===== config.mk =====
export PLATFORM = sky130hd
export DESIGN_NAME = mf_jobq
export DESIGN_NICKNAME = d
export VERILOG_FILES = /design/src/rtl/mf_pkg.sv /design/src/rtl/mf_jobq.sv
export SDC_FILE = /design/constraint.sdc
export NUM_CORES = 1
export LEC_CHECK = 0
export ABC_AREA = 0
export BUFFER_PORTS_ARGS = -buffer_cell sky130_fd_sc_hd__buf_2
export CAP_MARGIN = 30
export CORE_MARGIN = 2
export CORE_UTILIZATION = 57
export CTS_BUF_LIST = sky130_fd_sc_hd__clkbuf_4 sky130_fd_sc_hd__clkbuf_8 sky130_fd_sc_hd__clkbuf_16
export CTS_CLUSTER_DIAMETER = 60
export DETAILED_ROUTE_END_ITERATION = 16
export PLACE_DENSITY_LB_ADDON = 0.2
export SLEW_MARGIN = 15
export SYNTH_ARGS = -nofsm -noshare
export SYNTH_HDL_FRONTEND = slang
export SYNTH_SLANG_ARGS = --single-unit
export TNS_END_PERCENT = 50

===== constraint.sdc =====
create_clock -name clk -period 3.84 [get_ports clk]
set_input_delay 0.768 -clock clk [delete_from_list [all_inputs] [get_ports clk]]
set_output_delay 0.768 -clock clk [all_outputs]
set_load 0.01 [all_outputs]

===== src/rtl/mf_pkg.sv =====
// Shared constants, types and codes for the 3x3 median filter.
// Used by every module of the block except mf_ram; depends on nothing else.
package mf_pkg;

  localparam int MAX_WIDTH = 1024;
  localparam int PIXEL_BITS = 8;

  localparam int COL_BITS = $clog2(MAX_WIDTH);
  localparam int WIDTH_BITS = COL_BITS + 1;
  localparam int HEIGHT_BITS = 13;
  localparam int ROW_BITS = HEIGHT_BITS + 1;
  localparam int WIDTH_REG_BITS = 11;

  localparam int CFG_INDEX_BITS = 2;
  localparam int CFG_DATA_BITS = 13;

  localparam int RESET_WIDTH = 640;
  localparam int RESET_HEIGHT = 480;
  localparam int RESET_EFF_WIDTH = (RESET_WIDTH > MAX_WIDTH) ? MAX_WIDTH : RESET_WIDTH;

  localparam int TAPS = 9;
  localparam int TAP_BITS = $clog2(TAPS);

  localparam int JOBQ_DEPTH = 4;
  localparam int JOBQ_PTR_BITS = $clog2(JOBQ_DEPTH);
  localparam int JOBQ_COUNT_BITS = JOBQ_PTR_BITS + 1;

  localparam logic CMD_PIXEL = 1'b0;
  localparam logic CMD_DRAIN = 1'b1;

  typedef enum logic [CFG_INDEX_BITS-1:0] {
    REG_IMAGE_WIDTH  = 2'd0,
    REG_IMAGE_HEIGHT = 2'd1
  } cfg_reg_t;

  typedef logic [PIXEL_BITS-1:0] pixel_t;
  typedef pixel_t [TAPS-1:0] taps_t;

  typedef struct packed {
    taps_t taps;
    logic  last;
  } job_t;

  typedef struct packed {
    logic valid;
    job_t job;
  } job_push_t;

  typedef struct packed {
    logic                       empty;
    logic [JOBQ_COUNT_BITS-1:0] count;
  } jobq_status_t;

endpackage


===== src/rtl/mf_jobq.sv =====
// Short job queue between the window front end and the median back end.
// Holds complete neighborhoods so each side can stall on its own. Uses mf_pkg.
module mf_jobq (
  input  logic                 clk,
  input  logic                 rst,
  input  mf_pkg::job_push_t    q_push,
  input  logic                 q_pop,
  output mf_pkg::job_t         q_head,
  output mf_pkg::jobq_status_t q_status
);
  import mf_pkg::*;

  job_t                       entries [JOBQ_DEPTH];
  logic [JOBQ_PTR_BITS-1:0]   wr_ptr, rd_ptr;
  logic [JOBQ_COUNT_BITS-1:0] count;

  always_ff @(posedge clk) begin
    if (q_push.valid) begin
      entries[wr_ptr] <= q_push.job;
    end
  end

  always_ff @(posedge clk) begin
    if (rst) begin
      wr_ptr <= '0;
      rd_ptr <= '0;
      count <= '0;
    end else begin
      if (q_push.valid) begin
        wr_ptr <= wr_ptr + JOBQ_PTR_BITS'(1);
      end
      if (q_pop) begin
        rd_ptr <= rd_ptr + JOBQ_PTR_BITS'(1);
      end
      case ({q_push.valid, q_pop})
        2'b10: count <= count + JOBQ_COUNT_BITS'(1);
        2'b01: count <= count - JOBQ_COUNT_BITS'(1);
        default: count <= count;
      endcase
    end
  end

  assign q_head = entries[rd_ptr];
  assign q_status.count = count;
  assign q_status.empty = count == '0;

  a_pop_nonempty: assert property (@(posedge clk) disable iff (rst)
    q_pop |-> count != '0)
    else $error("Job queue read while empty.");

endmodule


* After elaboration in Yosys (flattened, before gate mapping)
Memories as Yosys holds them, arrays and structs flattened. A register that Yosys moved wholly into a read port is not among the register bits. Cells that the tools add are included.
Word-level totals: bits in registers 7, bits in latches 0, RAM bits 292, ROM bits 0, input bits 77, output and inout bits 77, word-level logic and storage cells 17, memories kept 1
Memories:
- entries | words 4, width 73, read ports 1, clocked after Yosys merged registers in 1, write ports 1, line mf_jobq.sv:13 | job_t entries [JOBQ_DEPTH];
Cells by class: add/subtract/negate cells 4, $mul 0, divide/modulo/power cells 0, magnitude comparators 0, eq/ne operators 2, shift operators 0, multiplexer cells 5, bitwise logic cells 0, reduce and logical (&&, ||, !) cells 2
Operators by type and width (count):
- 3-bit one-hot mux with 2 select lines | 1
- 2-bit by 1-bit adder with 2-bit output, second input constant | 2
- 2-bit two-way mux | 2
- 3-bit by 1-bit adder with 3-bit output, second input constant | 1
- 3-bit zero test | 1
- 3-bit by 1-bit subtractor with 3-bit output, second input constant | 1
- 2-bit by 1-bit equality test with 1-bit output, second input constant | 1
- 2-bit equality test, second input constant | 1
- 1-bit two-way mux | 2
- 2-bit nonzero test | 1

* Logic depth before layout (Yosys ltp)
depth in word-level cells 3, depth in mapped cells 7, mapped depth without buffers 7

* Worst setup path before layout
No wires, ideal clock.
path type input to register, from input q_push[73] (netlist bit), to memory entries[0][0] (netlist bit) (enable), setup time 439 ps, data arrival time 2475 ps, data required time 3401 ps, slack 926 ps, stages on the path 1, path buffers 0, path through and2_1
Between the ends: word-level cells in the longest chain between the ends 2
Ends and longest elaborated chain:
- from (decl) | line mf_jobq.sv:6 | input mf_pkg::job_push_t q_push,
- 1-bit two-way mux | line mf_jobq.sv:18 | if (q_push.valid) begin
- 1-bit two-way mux (implied by the code) | line mf_jobq.sv:19 | entries[wr_ptr] <= q_push.job;
- to (decl) | line mf_jobq.sv:13
No other way between the ends.

==> impl_results.md <==
* Slack of the critical path at 749 ps
* Synth Register Bits at 301
* Vias in the first global route at 5421
* Syn. warnings at 0
* Final worst path period share at 80.5%
* Global-route wire length before repair at 29300 um
* Setup TNS at 0 ps
* Area Overhead vs Synth at 17.6%
* Die ar. at 20500 sq um
* Sw power at 1.51 mW
* Initial Util at 58.6%
* CP Cell Sequence: buf_4 -> mux4_2 -> buf_2
* Commonest register cell after synthesis: edfxtp_1
* Actual slew at the worst max-slew pin at 825 ps
* Comb power frac at 9.4%
* Initial antenna violation count at 1
* Max Fclk at 324 MHz
* Clock transition at path regs at 60 ps
* Hold Vio Cnt, Final at 0
* Mean Syn Cell Area at 25.8 sq um
* Internal power at 5.65 mW
* EDFF count, synth at 292
* DP Worst Slack at 1220 ps
* Area leader, netlist: edfxtp_1
* Clk sinks at 301
* CP Capture Point: q_head[69]
* Die extent in y at 143 um
* R2R Setup Slk at 2010 ps
* Adder-cell share of the synthesized area at 0.748%
* Mux cell area share after synthesis at 15.0%
* Layout net count at 684
* Largest family of logic cells by synthesized area: multiplexers
* H-tree depth at 1
* Gr usage total at 19.0%
* Startpoint types: register
* Final setup violation count at 0
* Post-CTS resize count at 0
* Synth unique cells at 22
* Overflow left after global routing at 0
* Final Critical Period at 3090 ps
* 1st-pass router iterations at 4
* Reg-to-Reg End: entries[2][18]
* Reg2reg start: wr_ptr[0]
* Syn nets at 510
* Worst Path Required at 3070 ps
* CTS buffer count at 29
* Top cells by count, synth: edfxtp_1, mux4_2, dfxtp_1
* Total number of vias at 4954
* I/O Pins at 154
* Slew margin rel. at 45.0%
* WS Path Type: register to output pin
* Vias per cell at 5.61
* Top-count cell post-synth: edfxtp_1
* Max_cap viols at 0
* Max clock buf depth at 3
* Post-route DRC at 0
* Routed len/inst at 21.7 um
* Clock power share at 37.1%
* Iter 0 DRT Violations at 291
* Crit end category: output pin
* Root Driver: clkbuf_16
* Core footprint at 18800 sq um
* Critical Path Max Stage Delay at 630 ps
* Synth Area in Compound Gates at 0.136%
* CP Max Fanout at 41
* Hold buffer count at CTS at 0
* Synthesized instance count at 427
* Mapped cell area at 11000 sq um
* Final hold slack at 453 ps
* Outcome: finished, final reports clean
* Largest cells by area after synthesis: edfxtp_1, mux4_2, dfxtp_1
* Pleak at 4.40 nW
* Async set-reset flop share out of synthesis at 0%
* Clock Skews at 12.4 ps
* Fin. max-slew vios at 0
* Clk_lat worst skew at 530 ps
* Post-synth top area share at 79.5%
* Critical path arrival at 2320 ps
* Share of cells above drive strength 1 at 45.5%
* Die Wd at 143 um
* Post-DP Area at 12100 sq um
* Final wirelength at 19100 um
* DP HPWL at 11300 um
* Final Cell Area at 13000 sq um
* Setup bufs post-CTS at 0
* Port Buffers at 153
* Largest net degree at the start of global routing at 42
* Switching share of power at 21.1%
* Synth Area in Simple Gates at 0.635%
* Worst path slowest cell: buf_4
* Row cnt at 50
* PD cells at 551 nW/um^2
* VDD IR max at 441 uV
* Worst Hold Class: input pin to register
* GP Congestion at 0.713
* Xor/xnor share of the synthesized area at 0.397%
* Sequential element share of the synthesized area at 81.1%
* R2R depth at 4
* PnR Total Power at 7.15 mW
* CTS tree: done
* RSZ-0062 raised after global routing: no
* Seq pwr share at 53.4%
* Post-DRT Antenna Nets at 0
==> stage by stage <==
step,util (%),instances
after global routing,68.9,883
after global placement,64.0,829
final,68.9,883
after detailed placement,64.1,830
after floorplan,-,427
after CTS,68.9,882
==> layout by cell type, fill, tap and decap left out <==
cell       netlist  layout
buf_4            0       2
xor2_1           3       3
buf_16           0       1
dfxtp_1          9       7
inv_1            6       6
nor2_1           8       8
mux4_1           1       1
clkbuf_16        0      29
or3_1            1       1
nor3_1           1       1
diode_2          0       1
o21ai_0          1       1
bufinv_16        0       2
xnor2_1          2       2
clkinv_2         0       7
a21oi_1          2       2
dfxtp_4          0       2
and2_4           0       4
mux4_2          72      72
buf_2            7     153
mux2i_1          1       1
fa_1             1       1
buf_12           7       4
clkbuf_4         0       7
clkinv_1         0       7
edfxtp_1       292     292
ha_1             5       5
nand2_1          1       1
==> power groups by stage <==
stage | registers, mW | logic [mW] | clock network, mW
after detailed placement | 3.89 | 0.688 | 0
final | 3.82 | 0.674 | 2.65
after global routing | 3.83 | 0.732 | 2.84
after CTS | 3.82 | 0.693 | 2.70
after floorplan | 3.88 | 0.437 | 0
after global placement | 3.88 | 0.671 | 0
==> flip-flops by register name (all words and copies together), names as in the netlist, named ones only <==
signal	cells
count	3
rd_ptr	2
wr_ptr	2
entries	292
==> area by class of cell <==
type,instances,area (sq um)
Antenna cell,1,2.50
Clock inverter,16,121
Fill cell,1172,5860
Multi-Input combinational cell,103,1880
Sequential cell,301,8960
Clock buffer,36,778
Inverter,6,22.5
Tap cell,260,325
Timing Repair Buffer,160,888
==> logic make-up after synthesis <==
| kind of cell | Yosys count |
|---|---|
| buffers and inverters | 23 |
| flip-flops | 301 |
| XOR/XNOR | 5 |
| AO/OA/AOI/OAI | 3 |
| adder cells (fa/ha/maj) | 6 |
| multiplexers | 74 |
| AND/OR/NAND/NOR | 15 |
==> worst max-delay path: cells and delay by family (launching register included) <==
kind | cells | cell delay [ps]
buf+inv | 2 | 790
flops | 1 | 340
mux | 1 | 630
==> metal layers <==
layer	vias to the layer above	part of all wire (%)	track usage [%]
li1	2174	-	-
met4	0	1.5	5.11
met3	28	6.1	4.12
met5	-	0	0
met1	2609	41	25.6
met2	143	52	32.1
==> worst min path at each step <==
stage                                end        from  cells after the start  slack (ps)
after floorplan                 register   rd_ptr[1]                      2         480
after global placement          count[2]    count[2]                      2         480
after detailed placement        count[2]    count[2]                      2         530
after CTS                 entries[1][13]  q_push[13]                      1         440
after global routing      entries[0][41]  q_push[41]                      1         440
final                     entries[1][13]  q_push[13]                      1         450
(Power assumes the default switching activity.)
