==> src/rtl/mf_pkg.sv <==
// Shared constants, types and codes for the 3x3 median filter.
// Used by every module of the block except mf_ram; depends on nothing else.
package mf_pkg;

  localparam int MAX_WIDTH = 1024;
  localparam int PIXEL_BITS = 8;

  localparam int COL_BITS = $clog2(MAX_WIDTH);
  localparam int WIDTH_BITS = COL_BITS + 1;
  localparam int HEIGHT_BITS = 13;
  localparam int ROW_BITS = HEIGHT_BITS + 1;
  localparam int WIDTH_REG_BITS = 11;

  localparam int CFG_INDEX_BITS = 2;
  localparam int CFG_DATA_BITS = 13;

  localparam int RESET_WIDTH = 640;
  localparam int RESET_HEIGHT = 480;
  localparam int RESET_EFF_WIDTH = (RESET_WIDTH > MAX_WIDTH) ? MAX_WIDTH : RESET_WIDTH;

  localparam int TAPS = 9;
  localparam int TAP_BITS = $clog2(TAPS);

  localparam int JOBQ_DEPTH = 4;
  localparam int JOBQ_PTR_BITS = $clog2(JOBQ_DEPTH);
  localparam int JOBQ_COUNT_BITS = JOBQ_PTR_BITS + 1;

  localparam logic CMD_PIXEL = 1'b0;
  localparam logic CMD_DRAIN = 1'b1;

  typedef enum logic [CFG_INDEX_BITS-1:0] {
    REG_IMAGE_WIDTH  = 2'd0,
    REG_IMAGE_HEIGHT = 2'd1
  } cfg_reg_t;

  typedef logic [PIXEL_BITS-1:0] pixel_t;
  typedef pixel_t [TAPS-1:0] taps_t;

  typedef struct packed {
    taps_t taps;
    logic  last;
  } job_t;

  typedef struct packed {
    logic valid;
    job_t job;
  } job_push_t;

  typedef struct packed {
    logic                       empty;
    logic [JOBQ_COUNT_BITS-1:0] count;
  } jobq_status_t;

endpackage

==> src/rtl/mf_median.sv <==
// Back end: three-stage median-of-nine sorting network and the result register.
// Pulls jobs from the job queue and presents one result word. Uses mf_pkg.
module mf_median (
  input  logic                          clk,
  input  logic                          rst,
  input  mf_pkg::job_t                  q_head,
  input  mf_pkg::jobq_status_t          q_status,
  output logic                          q_pop,
  input  logic                          pop,
  output logic                          empty,
  output logic [mf_pkg::PIXEL_BITS-1:0] median,
  output logic                          last
);
  import mf_pkg::*;

  function automatic taps_t cx(input taps_t v, input int i, input int j);
    taps_t r;
    r = v;
    if (v[i] > v[j]) begin
      r[i] = v[j];
      r[j] = v[i];
    end
    return r;
  endfunction

  logic   v1, v2, v3;
  logic   rdy1, rdy2, rdy3;
  taps_t  s1_taps, s2_taps, s1_taps_next, s2_taps_next;
  logic   s1_last, s2_last;
  pixel_t median_next;

  assign rdy3 = !v3 || pop;
  assign rdy2 = !v2 || rdy3;
  assign rdy1 = !v1 || rdy2;
  assign q_pop = !q_status.empty && rdy1;

  always_comb begin
    taps_t a;
    a = q_head.taps;
    a = cx(a, 1, 2);
    a = cx(a, 4, 5);
    a = cx(a, 7, 8);
    a = cx(a, 0, 1);
    a = cx(a, 3, 4);
    a = cx(a, 6, 7);
    a = cx(a, 1, 2);
    a = cx(a, 4, 5);
    a = cx(a, 7, 8);
    s1_taps_next = a;
  end

  always_comb begin
    taps_t b;
    b = s1_taps;
    b = cx(b, 0, 3);
    b = cx(b, 5, 8);
    b = cx(b, 4, 7);
    b = cx(b, 3, 6);
    b = cx(b, 1, 4);
    b = cx(b, 2, 5);
    b = cx(b, 4, 7);
    s2_taps_next = b;
  end

  always_comb begin
    taps_t d;
    d = s2_taps;
    d = cx(d, 4, 2);
    d = cx(d, 6, 4);
    d = cx(d, 4, 2);
    median_next = d[4];
  end

  always_ff @(posedge clk) begin
    if (rst) begin
      v1 <= 1'b0;
      v2 <= 1'b0;
      v3 <= 1'b0;
    end else begin
      if (rdy1) begin
        v1 <= q_pop;
      end
      if (rdy2) begin
        v2 <= v1;
      end
      if (rdy3) begin
        v3 <= v2;
      end
    end
  end

  always_ff @(posedge clk) begin
    if (q_pop) begin
      s1_taps <= s1_taps_next;
      s1_last <= q_head.last;
    end
    if (rdy2 && v1) begin
      s2_taps <= s2_taps_next;
      s2_last <= s1_last;
    end
    if (rdy3 && v2) begin
      median <= median_next;
      last <= s2_last;
    end
  end

  assign empty = !v3;

  a_pop_loads: assert property (@(posedge clk) disable iff (rst)
    q_pop |=> v1)
    else $error("Job taken from the queue was not loaded.");

endmodule

==> config.mk <==
export PLATFORM = sky130hd
export DESIGN_NAME = mf_median
export DESIGN_NICKNAME = d
export VERILOG_FILES = /design/src/rtl/mf_pkg.sv /design/src/rtl/mf_median.sv
export SDC_FILE = /design/constraint.sdc
export NUM_CORES = 1
export LEC_CHECK = 0
export BUFFER_PORTS_ARGS = -buffer_cell sky130_fd_sc_hd__buf_2
export CORE_MARGIN = 8
export CORE_UTILIZATION = 30
export DETAILED_ROUTE_END_ITERATION = 10
export GPL_TIMING_DRIVEN = 1
export PLACE_DENSITY_LB_ADDON = 0.1
export REMOVE_ABC_BUFFERS = 1
export SYNTH_ARGS = -nofsm -noshare
export SYNTH_HDL_FRONTEND = slang
export SYNTH_SLANG_ARGS = --single-unit
==> constraint.sdc <==
create_clock -name clk -period 13.3 [get_ports clk]
set_input_delay 1.33 -clock clk [delete_from_list [all_inputs] [get_ports clk]]
set_output_delay 1.33 -clock clk [all_outputs]
set_load 0.005 [all_outputs]
; ---- Yosys cells after proc, flatten, opt, wreduce, memory -nomap -nowiden
; Cells that the tools add are included.
[totals]
in_bits = 80
elab_cells = 69
out_inout_bits = 11
ff_bits = 110
[op_classes]
muxes = 21
reduce_logical = 10
magnitude_cmp = 19
[op_table]
columns = cell, count
row1 = greater-than comparator 8 bit, 19
row2 = two-way mux 16 bit, 9
row3 = two-way mux 8 bit, 12
row4 = zero test 1 bit, 4
row5 = logical AND 1 bit, 3
row6 = logical OR 1 bit, 3

; ---- Longest topological paths before layout
; Gate-level depths: netlist of run 1.
[logic_depth]
word_depth = 6
ltp_mapped = 31
depth_no_buf = 29

; ---- Worst setup path after synthesis of run 1
; Ideal clock, no wire load.
[synth_path]
path_type = input to register
from = input port q_head[48] in the netlist's numbering
to = register s1_taps[32] in the netlist's numbering, data pin
path_stages = 27
setup_ns = 0.258
path_buffers = 4
path_slack_ns = 6.430
required_time_ns = 13.042
arrival_time_ns = 6.612
path_cell_list = inv_1 ha_1 nand4_1 or2_1 clkbuf_1 o21ai_1 clkbuf_1 o21ai_0 inv_1 ha_1 and3_1 a221o_1 a21o_1 a41oi_1 o31ai_4 clkbuf_1 mux2_2 ha_1 nor2b_1 o21a_1 o21a_1 o21a_1 o21ai_0 clkbuf_1 and2_1 a21oi_2 o221a_2
[synth_rtl]
columns = item, line
row1 = "start, declared", mf_median.sv:6  ; input mf_pkg::job_t q_head,
row2 = "end signal, assigned", mf_median.sv:94  ; s1_taps <= s1_taps_next;
row3 = "end, declared", mf_median.sv:28  ; taps_t s1_taps, s2_taps, s1_taps_next, s2_taps_next;

==> summary.md, run 1 <==
| Metric | Value |
|---|---|
| Async SR Flop Fraction | `0%` |
| CTS tree | `built` |
| CTS resizes | `0` |
| Slew of the pin with the lowest slew margin | `1170 ps` |
| Switching pwr | `0.00120 W` |
| Critical setup path kind | `input pin to register` |
| Worst path required time | `13510 ps` |
| Top cells by area, synth | `edfxtp_1, ha_1, mux2i_1` |
| Ports | `91` |
| Clk pwr share | `10.2%` |
| Number of buffers added on ports | `87` |
| Clock Sinks | `110` |
| Residual DRC count | `0` |
| Syn_area_per_cell | `9.16 µm²` |
| Worst rel slew slack | `21.7%` |
| Layout Utilization | `34.1%` |
| Die Area | `41200 µm²` |
| Vias in the first global route | `8388` |
| Hold Violations, Final | `0` |
| Cells after synthesis | `1144` |
| CP Launch Type | `input pin` |
| WP data arrival | `7910 ps` |
| Final Net Count | `1439` |
| CTS H-tree depth | `3` |
| Sw Share | `45.3%` |
| Min Tclk post-route | `7700 ps` |
| Seq/Total Area, Yosys | `31.2%` |
| RSZ-0062 raised after global routing | `no` |
| Top-area cell type share of the netlist area | `30.7%` |
| Cell taking the most area after synthesis | `edfxtp_1` |
| Setup Skew | `17.7 ps` |
| Slowest cell on crit path | `a21oi_1` |
| Seq pwr share | `23.9%` |
| Starting DRT DRC Count | `406` |
| Ys flop type | `edfxtp_1` |
| Synth cell types | `61` |
| CP endpoint kind | `register` |
| Status | `completed` |
| P_leak | `5.31 nW` |
| Synth warn | `0` |
| Crit path max-delay family | `compound AO/OA/AOI/OAI gates` |
| Routed WL | `29000 µm` |
| Worst hold path type | `register to register` |
| Fillers | `3602` |
| Routed via count | `8480` |
| Final ANT Viol Nets | `0` |
| Maximum fanout along the worst path | `34` |
| WL/cell | `17.3 µm` |
| Logic pwr share | `66.0%` |
| Area grow syn2layout | `12.0%` |
| Max cap viols | `0` |
| Clk slew on worst S/H paths | `90 ps` |
| GP Congestion | `0.856` |
| Fin. max-slew vios | `0` |
| VDD IR max | `0.132 mV` |
| Mapped cell area | `10500 µm²` |
| First-pass GRT wire length | `45800 µm` |
| GRT Overall Usage | `14.0%` |
| CTS max path bufs | `2` |
| Fin crit share | `57.9%` |
| Initial antenna violation count | `0` |
| Post-synth EDFFs | `107` |
| #FFs+latches synth | `110` |
| Critical Path Max Stage Delay | `840 ps` |
| Avg Vias per Cell | `5.06` |
| Setup-failing EPs final | `0` |
| Setup TNS | `0 ps` |
| Max Fclk | `0.130 GHz` |
| Largest net degree at the start of global routing | `54` |
| Hpwl dp | `23800 µm` |
| Diodes inserted | `0` |
| Root Buffer | `clkbuf_16` |
| Drt pass-1 iters | `5` |
| Row count | `68` |
| Internal power | `0.00145 W` |
| Die Ht | `203 µm` |
| CTS Hold Bufs | `0` |
| Core Area | `34500 µm²` |
| CP bufs+invs | `6` |
| Initial Utilization | `30.4%` |
| Die Width | `203 µm` |
| GR Overflow Total | `0` |
| Post CTS Setup Buffer Count | `0` |
| Skew-Pair Late Insertion Delay | `370 ps` |
| Pwr Density | `226 nW/µm²` |
| CTS Buf Count | `9` |
| Share of post-route cells with drive strength above 1 | `15.9%` |
registers in the layout, indices dropped and copies added (netlist names):
| signal | count |
|---|---|
| last | 1 |
| median | 8 |
| s1_last | 1 |
| s1_taps | 72 |
| s2_last | 1 |
| s2_taps | 24 |
| v1 | 1 |
| v2 | 1 |
| v3 | 1 |
cell usage after synthesis, drive strengths merged, types with 4 or more instances:
library cell and count:
nand2 79, o211a 5, o31ai 6, nor2 98, o22ai 4, nand3 22
o211ai 9, a31oi 8, or2 4, a211oi 5, ha 144, a22oi 4
edfxtp 107, and2 7, o21a 21, and3 12, buf 17, inv 121
o21ai 74, nand2b 9, mux2i 61, or3 24, nor2b 17, o221a 36
mux2 32, a21o 36, a21oi 98, nand3b 12, nand4 20, clkbuf 19
placed cells by master, fill, tap and decap left out, drive strengths merged, types with 5 or more instances in the layout:
| master | netlist | layout |
|---|---|---|
| mux2 | 32 | 32 |
| o211ai | 9 | 9 |
| o221a | 36 | 36 |
| nand4 | 20 | 20 |
| a211oi | 5 | 5 |
| o21ai | 74 | 74 |
| buf | 17 | 96 |
| nand2b | 9 | 9 |
| a21o | 36 | 36 |
| nor2b | 17 | 17 |
| ha | 144 | 144 |
| mux2i | 61 | 61 |
| inv | 121 | 125 |
| nand3b | 12 | 12 |
| nor2 | 98 | 98 |
| nand3 | 22 | 22 |
| a21oi | 98 | 98 |
| clkbuf | 19 | 9 |
| or3 | 24 | 24 |
| and2 | 7 | 7 |
| edfxtp | 107 | 107 |
| o31ai | 6 | 6 |
| nand2 | 79 | 79 |
| and3 | 12 | 12 |
| a31oi | 8 | 8 |
| o21a | 21 | 21 |
| o211a | 5 | 5 |
stage by stage:
| step | total power (W) | cell area (µm²) | instances | hold slack [ps] | setup slack [ps] |
|---|---|---|---|---|---|
| floorplan | 0.00194 | 10300 | 1108 | 400 | 4480 |
| global placement | 0.00241 | 11400 | 1659 | 403 | 5250 |
| CTS | 0.00270 | 11700 | 1675 | 437 | 5540 |
| detailed placement | 0.00241 | 11400 | 1659 | 413 | 5160 |
| finish | 0.00265 | 11700 | 1675 | 435 | 5600 |
| global route | 0.00294 | 11700 | 1675 | 438 | 4960 |
logic make-up after synthesis:
kind of cell	synth area share, %
AOI/OAI and AO/OA	22.0
buffers and inverters	5.96
adders and majority gates	17.3
DFF	31.2
muxes	9.26
xor gates and xnor gates	0.334
and+or+nand+nor	13.9
worst paths after layout:
kind | start | end | slack [ps] | cells past startpoint
worst max-delay path | q_head[72] | s1_taps[70]$_DFFE_PP_ | 5600 | 29
worst min-delay path | s1_last$_DFFE_PP_ | s2_last$_DFFE_PP_ | 430 | 0
worst min register to register | s1_last$_DFFE_PP_ | s2_last$_DFFE_PP_ | 430 | 0
worst max register to register | s2_taps[37]$_DFFE_PP_ | median[7]$_DFFE_PP_ | 7160 | 27
power by group through the flow:
stage | clock, W | combinational (W) | sequential [W]
global placement | 0 | 0.00177 | 0.000643
finish | 0.000269 | 0.00175 | 0.000633
floorplan | 0 | 0.00133 | 0.000612
CTS | 0.000281 | 0.00178 | 0.000636
global route | 0.000291 | 0.00200 | 0.000647
detailed placement | 0 | 0.00177 | 0.000642
routing by layer:
| layer | up-vias | track usage [%] | part of all wire [%] |
|---|---|---|---|
| met5 | - | 0 | 0 |
| met4 | 0 | 5.00 | 2.9 |
| met3 | 31 | 1.80 | 2.4 |
| met2 | 130 | 22.4 | 45 |
| met1 | 3935 | 19.1 | 50 |
| li1 | 4384 | - | - |
layout make-up:
type,instances,area (µm²),share of cell area [%]
Clock buffer,9,225,1.92
Timing Repair Buffer,96,503,4.28
Clock inverter,7,73.8,0.629
Inverter,121,454,3.87
Tap cell,455,569,4.85
Multi-Input combinational cell,877,6640,56.6
Sequential cell,110,3270,27.9
(Power assumes the default switching activity.)
==> run 2: changes to the inputs <==
Clock period 13.3 ns to 6.44 ns, I/O delays scaled along.
==> run 2 against run 1 <==
  * Register-to-register slack got worse by 6400 ps
  * Combinational power rose by 110%
  * Die area did not move
  * Via count rose by 0.87%
  * Cell count rose by 1.7%
  * First-iteration DRC count rose by 6.4%
  * Sequential share of layout area fell by 0.52 points
  * Setup slack got worse by 5200 ps
  * Largest cell class unchanged
==> summary.md, run 2 (synthesized netlist as in run 1, its figures left out) <==
| Metric | Value |
|---|---|
| First-pass GRT wire length | `46800 µm` |
| Crit path max-delay family | `compound AO/OA/AOI/OAI gates` |
| Starting DRT DRC Count | `432` |
| Initial antenna violation count | `0` |
| Maximum fanout along the worst path | `12` |
| Worst path required time | `6650 ps` |
| Setup-failing EPs final | `0` |
| Largest net degree at the start of global routing | `71` |
| Most frequent cells in the layout | `ha_1, inv_1, edfxtp_1, nor2_1, a21oi_1` |
| Critical setup path kind | `input pin to register` |
| Number of buffers added on ports | `87` |
| Fin crit share | `93.9%` |
| CP endpoint kind | `register` |
| Critical Path Max Stage Delay | `470 ps` |
| Clk slew on worst S/H paths | `80 ps` |
| Slowest cell on crit path | `a21oi_1` |
| P_leak | `5.45 nW` |
| Root Buffer | `clkbuf_16` |
| WL/cell | `17.2 µm` |
| Avg Vias per Cell | `5.02` |
| CTS tree | `built` |
| Post-place setup slack | `26.2 ps` |
| Hpwl dp | `24200 µm` |
| Most flops, register | `s1_taps` |
| Setup Skew | `16.8 ps` |
| Min Tclk post-route | `6050 ps` |
| Clock Sinks | `110` |
| Fin worst setup slack | `392 ps` |
| Vias in the first global route | `8594` |
| Routed WL | `29300 µm` |
| Final Net Count | `1468` |
| Die Ht | `203 µm` |
| Worst rel slew slack | `27.1%` |
| Commonest non-fill, non-tap cell in the layout | `ha_1` |
| Row count | `68` |
| CTS Buf Count | `9` |
| Max Fclk | `0.165 GHz` |
| Initial Utilization | `30.4%` |
| Fin. max-slew vios | `0` |
| Drt pass-1 iters | `4` |
| Worst hold path type | `register to register` |
| Area grow syn2layout | `14.2%` |
| CTS max path bufs | `2` |
| Core Area | `34500 µm²` |
| Die Width | `203 µm` |
| Worst hold slack | `426 ps` |
| CTS H-tree depth | `3` |
| Final ANT Viol Nets | `0` |
| Biggest regs | `s1_taps (72), s2_taps (24), median (8)` |
| GR Overflow Total | `0` |
| Max FFs per register | `72` |
| CP Launch Type | `input pin` |
| WP data arrival | `6260 ps` |
| CP bufs+invs | `3` |
| Skew-Pair Late Insertion Delay | `360 ps` |
| GP Congestion | `0.853` |
| Status | `completed` |
| Hold Violations, Final | `0` |
| GRT Overall Usage | `14.3%` |
| Cell repeated most along the worst path | `o21a_1` |
| Residual DRC count | `0` |
| Pwr Density | `465 nW/µm²` |
| VDD IR max | `0.281 mV` |
| RSZ-0062 raised after global routing | `no` |
| Diodes inserted | `0` |
| Slew of the pin with the lowest slew margin | `1090 ps` |
| Share of post-route cells with drive strength above 1 | `17.9%` |
| Routed via count | `8554` |
| Layout Utilization | `34.7%` |
| Setup TNS | `0 ps` |
| Post-route non-filler standard cell count | `1704` |
| Ports | `91` |
| Die Area | `41200 µm²` |
| DP Cell Count | `1688` |
| Max cap viols | `0` |
| Post CTS Setup Buffer Count | `0` |
run 2: cell type report:
class / instances / area [µm²]
clock buffers: 9 / 225
multi-input cells: 877 / 6650
repair buffers: 125 / 733
inverters: 121 / 454
well taps: 455 / 569
clock inverters: 7 / 56.3
fillers: 3656 / 22500
flip-flops and latches: 110 / 3270
run 2: power breakdown:
group | leakage [nW] | internal [W] | switching, W
Sequential | 1.06 | 0.00117 | 0.000141
Clock | 0.137 | 0.000268 | 0.000270
Combinational | 4.25 | 0.00163 | 0.00209
run 2: worst register-to-register path: cells and delay by family (launching register included):
family	cells	cell delay [ps]
AOI/OAI and AO/OA	10	2500
adders and majority gates	3	950
buffers and inverters	1	80
DFF	1	460
muxes	1	400
and+or+nand+nor	6	1080
run 2: path summary, 6_finish.rpt:
check,from,endpoint,slack [ps],cells past startpoint
worst max-delay path,q_head[48],s1_taps[32]$_DFFE_PP_,390,25
worst min-delay path,s2_last$_DFFE_PP_,last$_DFFE_PP_,430,0
worst max register to register,s1_taps[39]$_DFFE_PP_,s2_taps[38]$_DFFE_PP_,740,21
worst min register to register,s2_last$_DFFE_PP_,last$_DFFE_PP_,430,0
run 2: what timing repair did:
item                                    CTS  global route
resized for setup                         0             2
endpoints found under the setup margin    0            14
hold buffers                              0             0
run 2: through the flow:
step	area [µm²]	power [W]
2_1_floorplan	10300	0.00401
3_3_place_gp	11700	0.00506
3_5_place_dp	11700	0.00506
4_1_cts	12000	0.00564
5_1_grt	12000	0.00619
6_report	12000	0.00557
run 2: per-layer routing:
metal / global-route usage (%) / part of all wire (%) / vias up
li1: - / - / 4435
met1: 19.2 / 50 / 3985
met2: 24.1 / 46 / 115
met3: 1.37 / 2.2 / 19
met4: 3.83 / 1.7 / 0
met5: 0 / 0 / -
==> run 3: changes to the inputs <==
Settings changed: CORE_MARGIN 8 to 2, GPL_ROUTABILITY_DRIVEN set to 0, PLACE_DENSITY set to 0.5, PLACE_DENSITY_LB_ADDON 0.1 to unset.
==> run 3 against run 2 <==
  * Global-route usage is 0.89 points higher
  * Maximum frequency increased by 1.6%
  * Wire length is 6.6% lower
  * Design area is 0.22% higher
  * Total power is 0.98% higher
  * Worst hold slack worse by 1.3 ps
  * Non-clock buffer count grew 3
  * Register-to-register slack improved by 30 ps
  * Die area decreased by 11%
  * Core utilization increased by 0.076 points
  * Via count increased by 0.58%
==> summary.md, run 3 (synthesized netlist as in run 1, its figures left out) <==
| Metric | Value |
|---|---|
| First-pass GRT wire length | `43200 µm` |
| WP data arrival | `6050 ps` |
| Share of post-route cells with drive strength above 1 | `18.1%` |
| Worst rel slew slack | `27.6%` |
| Critical Path Max Stage Delay | `480 ps` |
| Fillers | `3599` |
| Starting DRT DRC Count | `436` |
| CTS tree | `built` |
| Clk slew on worst S/H paths | `70 ps` |
| Final ANT Viol Nets | `0` |
| Row count | `68` |
| CP Launch Type | `input pin` |
| Ports | `91` |
| Drt pass-1 iters | `5` |
| Fin worst setup slack | `488 ps` |
| Vias in the first global route | `8082` |
| Core Area | `34500 µm²` |
| Setup Skew | `13.7 ps` |
| Largest net degree at the start of global routing | `70` |
| GR Overflow Total | `0` |
| Worst hold path type | `register to register` |
| GRT Overall Usage | `15.1%` |
| Slew of the pin with the lowest slew margin | `1090 ps` |
| WL/cell | `16.1 µm` |
| CTS Hold Bufs | `0` |
| Layout Utilization | `34.8%` |
| Die Ht | `191 µm` |
| Residual DRC count | `0` |
| Slowest cell on crit path | `a221oi_1` |
| Pwr Density | `469 nW/µm²` |
| Hold Violations, Final | `0` |
| Max Fclk | `0.168 GHz` |
| Area grow syn2layout | `14.4%` |
| RSZ-0062 raised after global routing | `no` |
| Skew-Pair Late Insertion Delay | `360 ps` |
| Initial antenna violation count | `0` |
| Max cap viols | `0` |
| Cells on worst reg2reg path | `24` |
| Hold Path Cell Cnt | `0` |
| Clock Sinks | `110` |
| Setup-failing EPs final | `0` |
| CTS H-tree depth | `3` |
| Biggest regs | `s1_taps (72), s2_taps (24), median (8)` |
| VDD IR max | `0.232 mV` |
| CTS Buf Count | `9` |
| Most frequent cells in the layout | `ha_1, inv_1, edfxtp_1, nor2_1, a21oi_1` |
| Status | `completed` |
| Fin. max-slew vios | `0` |
| Most flops, register | `s1_taps` |
| Post-place setup slack | `106 ps` |
| CP endpoint kind | `register` |
| Fin crit share | `92.4%` |
| Critical setup path kind | `input pin to register` |
| Commonest non-fill, non-tap cell in the layout | `ha_1` |
| Worst path required time | `6530 ps` |
| Number of buffers added on ports | `87` |
| Maximum fanout along the worst path | `12` |
| Die Width | `191 µm` |
| Hpwl dp | `22700 µm` |
| Routed WL | `27400 µm` |
| Min Tclk post-route | `5950 ps` |
| Avg Vias per Cell | `5.04` |
| CTS max path bufs | `2` |
| Die Area | `36400 µm²` |
| Final Net Count | `1471` |
| Diodes inserted | `0` |
| Root Buffer | `clkbuf_16` |
| Max FFs per register | `72` |
| Routed via count | `8604` |
| P_leak | `5.47 nW` |
| Initial Utilization | `30.4%` |
run 3: cell count changes in the layout (fill, tap and decap cells not counted):
cell / delta
o21ai_1: -1
clkinv_4: -1
buf_12: -1
a21oi_1: +1
a21oi_2: -1
buf_4: +4
o21ai_4: -1
o21ai_2: +2
inv_6: -1
inv_8: +1
bufinv_16: +1
run 3: cell type report:
type / instances / area (µm²) / share of cell area (%)
Multi-Input combinational cell: 877 / 6650 / 55.4
Sequential cell: 110 / 3270 / 27.3
Timing Repair Buffer: 128 / 743 / 6.20
Tap cell: 455 / 569 / 4.75
Inverter: 121 / 454 / 3.79
Clock buffer: 9 / 225 / 1.88
Clock inverter: 7 / 80.1 / 0.668
run 3: worst max-delay path: cells and delay by family:
kind / cells / cell delay [ps]
AO/OA/AOI/OAI: 12 / 2650
adder cells (fa/ha/maj): 3 / 920
buffers and inverters: 5 / 750
multiplexers: 1 / 310
AND/OR/NAND/NOR: 5 / 760
run 3: final timing paths:
check                             start                     to  slack (ps)
setup reg to reg  s1_taps[62]$_DFFE_PP_  s2_taps[39]$_DFFE_PP_         770
hold reg to reg       s1_last$_DFFE_PP_      s2_last$_DFFE_PP_         420
setup / recovery             q_head[68]  s1_taps[58]$_DFFE_PP_         490
hold / removal        s1_last$_DFFE_PP_      s2_last$_DFFE_PP_         420
run 3: per-stage QoR:
step / hold slack, ps / cell area, µm² / instances / setup TNS (ps) / total power (W)
after floorplan: 400 / 10300 / 1108 / -66990 / 0.00401
after global placement: 402 / 11700 / 1691 / 0 / 0.00501
after detailed placement: 415 / 11700 / 1691 / 0 / 0.00505
after CTS: 427 / 12000 / 1707 / 0 / 0.00567
after global routing: 436 / 12000 / 1707 / 0 / 0.00620
final: 425 / 12000 / 1707 / 0 / 0.00562
run 3: what timing repair did:
item | 4_1_cts | 5_1_grt
setup endpoints to repair | 0 | 4
setup buffers | 0 | 0
gates resized for setup | 0 | 1
run 3: where the power goes:
group,switching (W),total (W),internal [W],leakage (nW)
logic,0.00210,0.00375,0.00165,4.26
clock network,0.000264,0.000571,0.000307,0.148
registers,0.000133,0.00130,0.00117,1.06
total,0.00250,0.00562,0.00313,5.47
run 3: routing by layer:
layer	track usage [%]	part of all wire (%)
met1	20.9	50
met2	25.5	47
met3	1.80	2.7
met4	2.89	1.1
met5	0	0
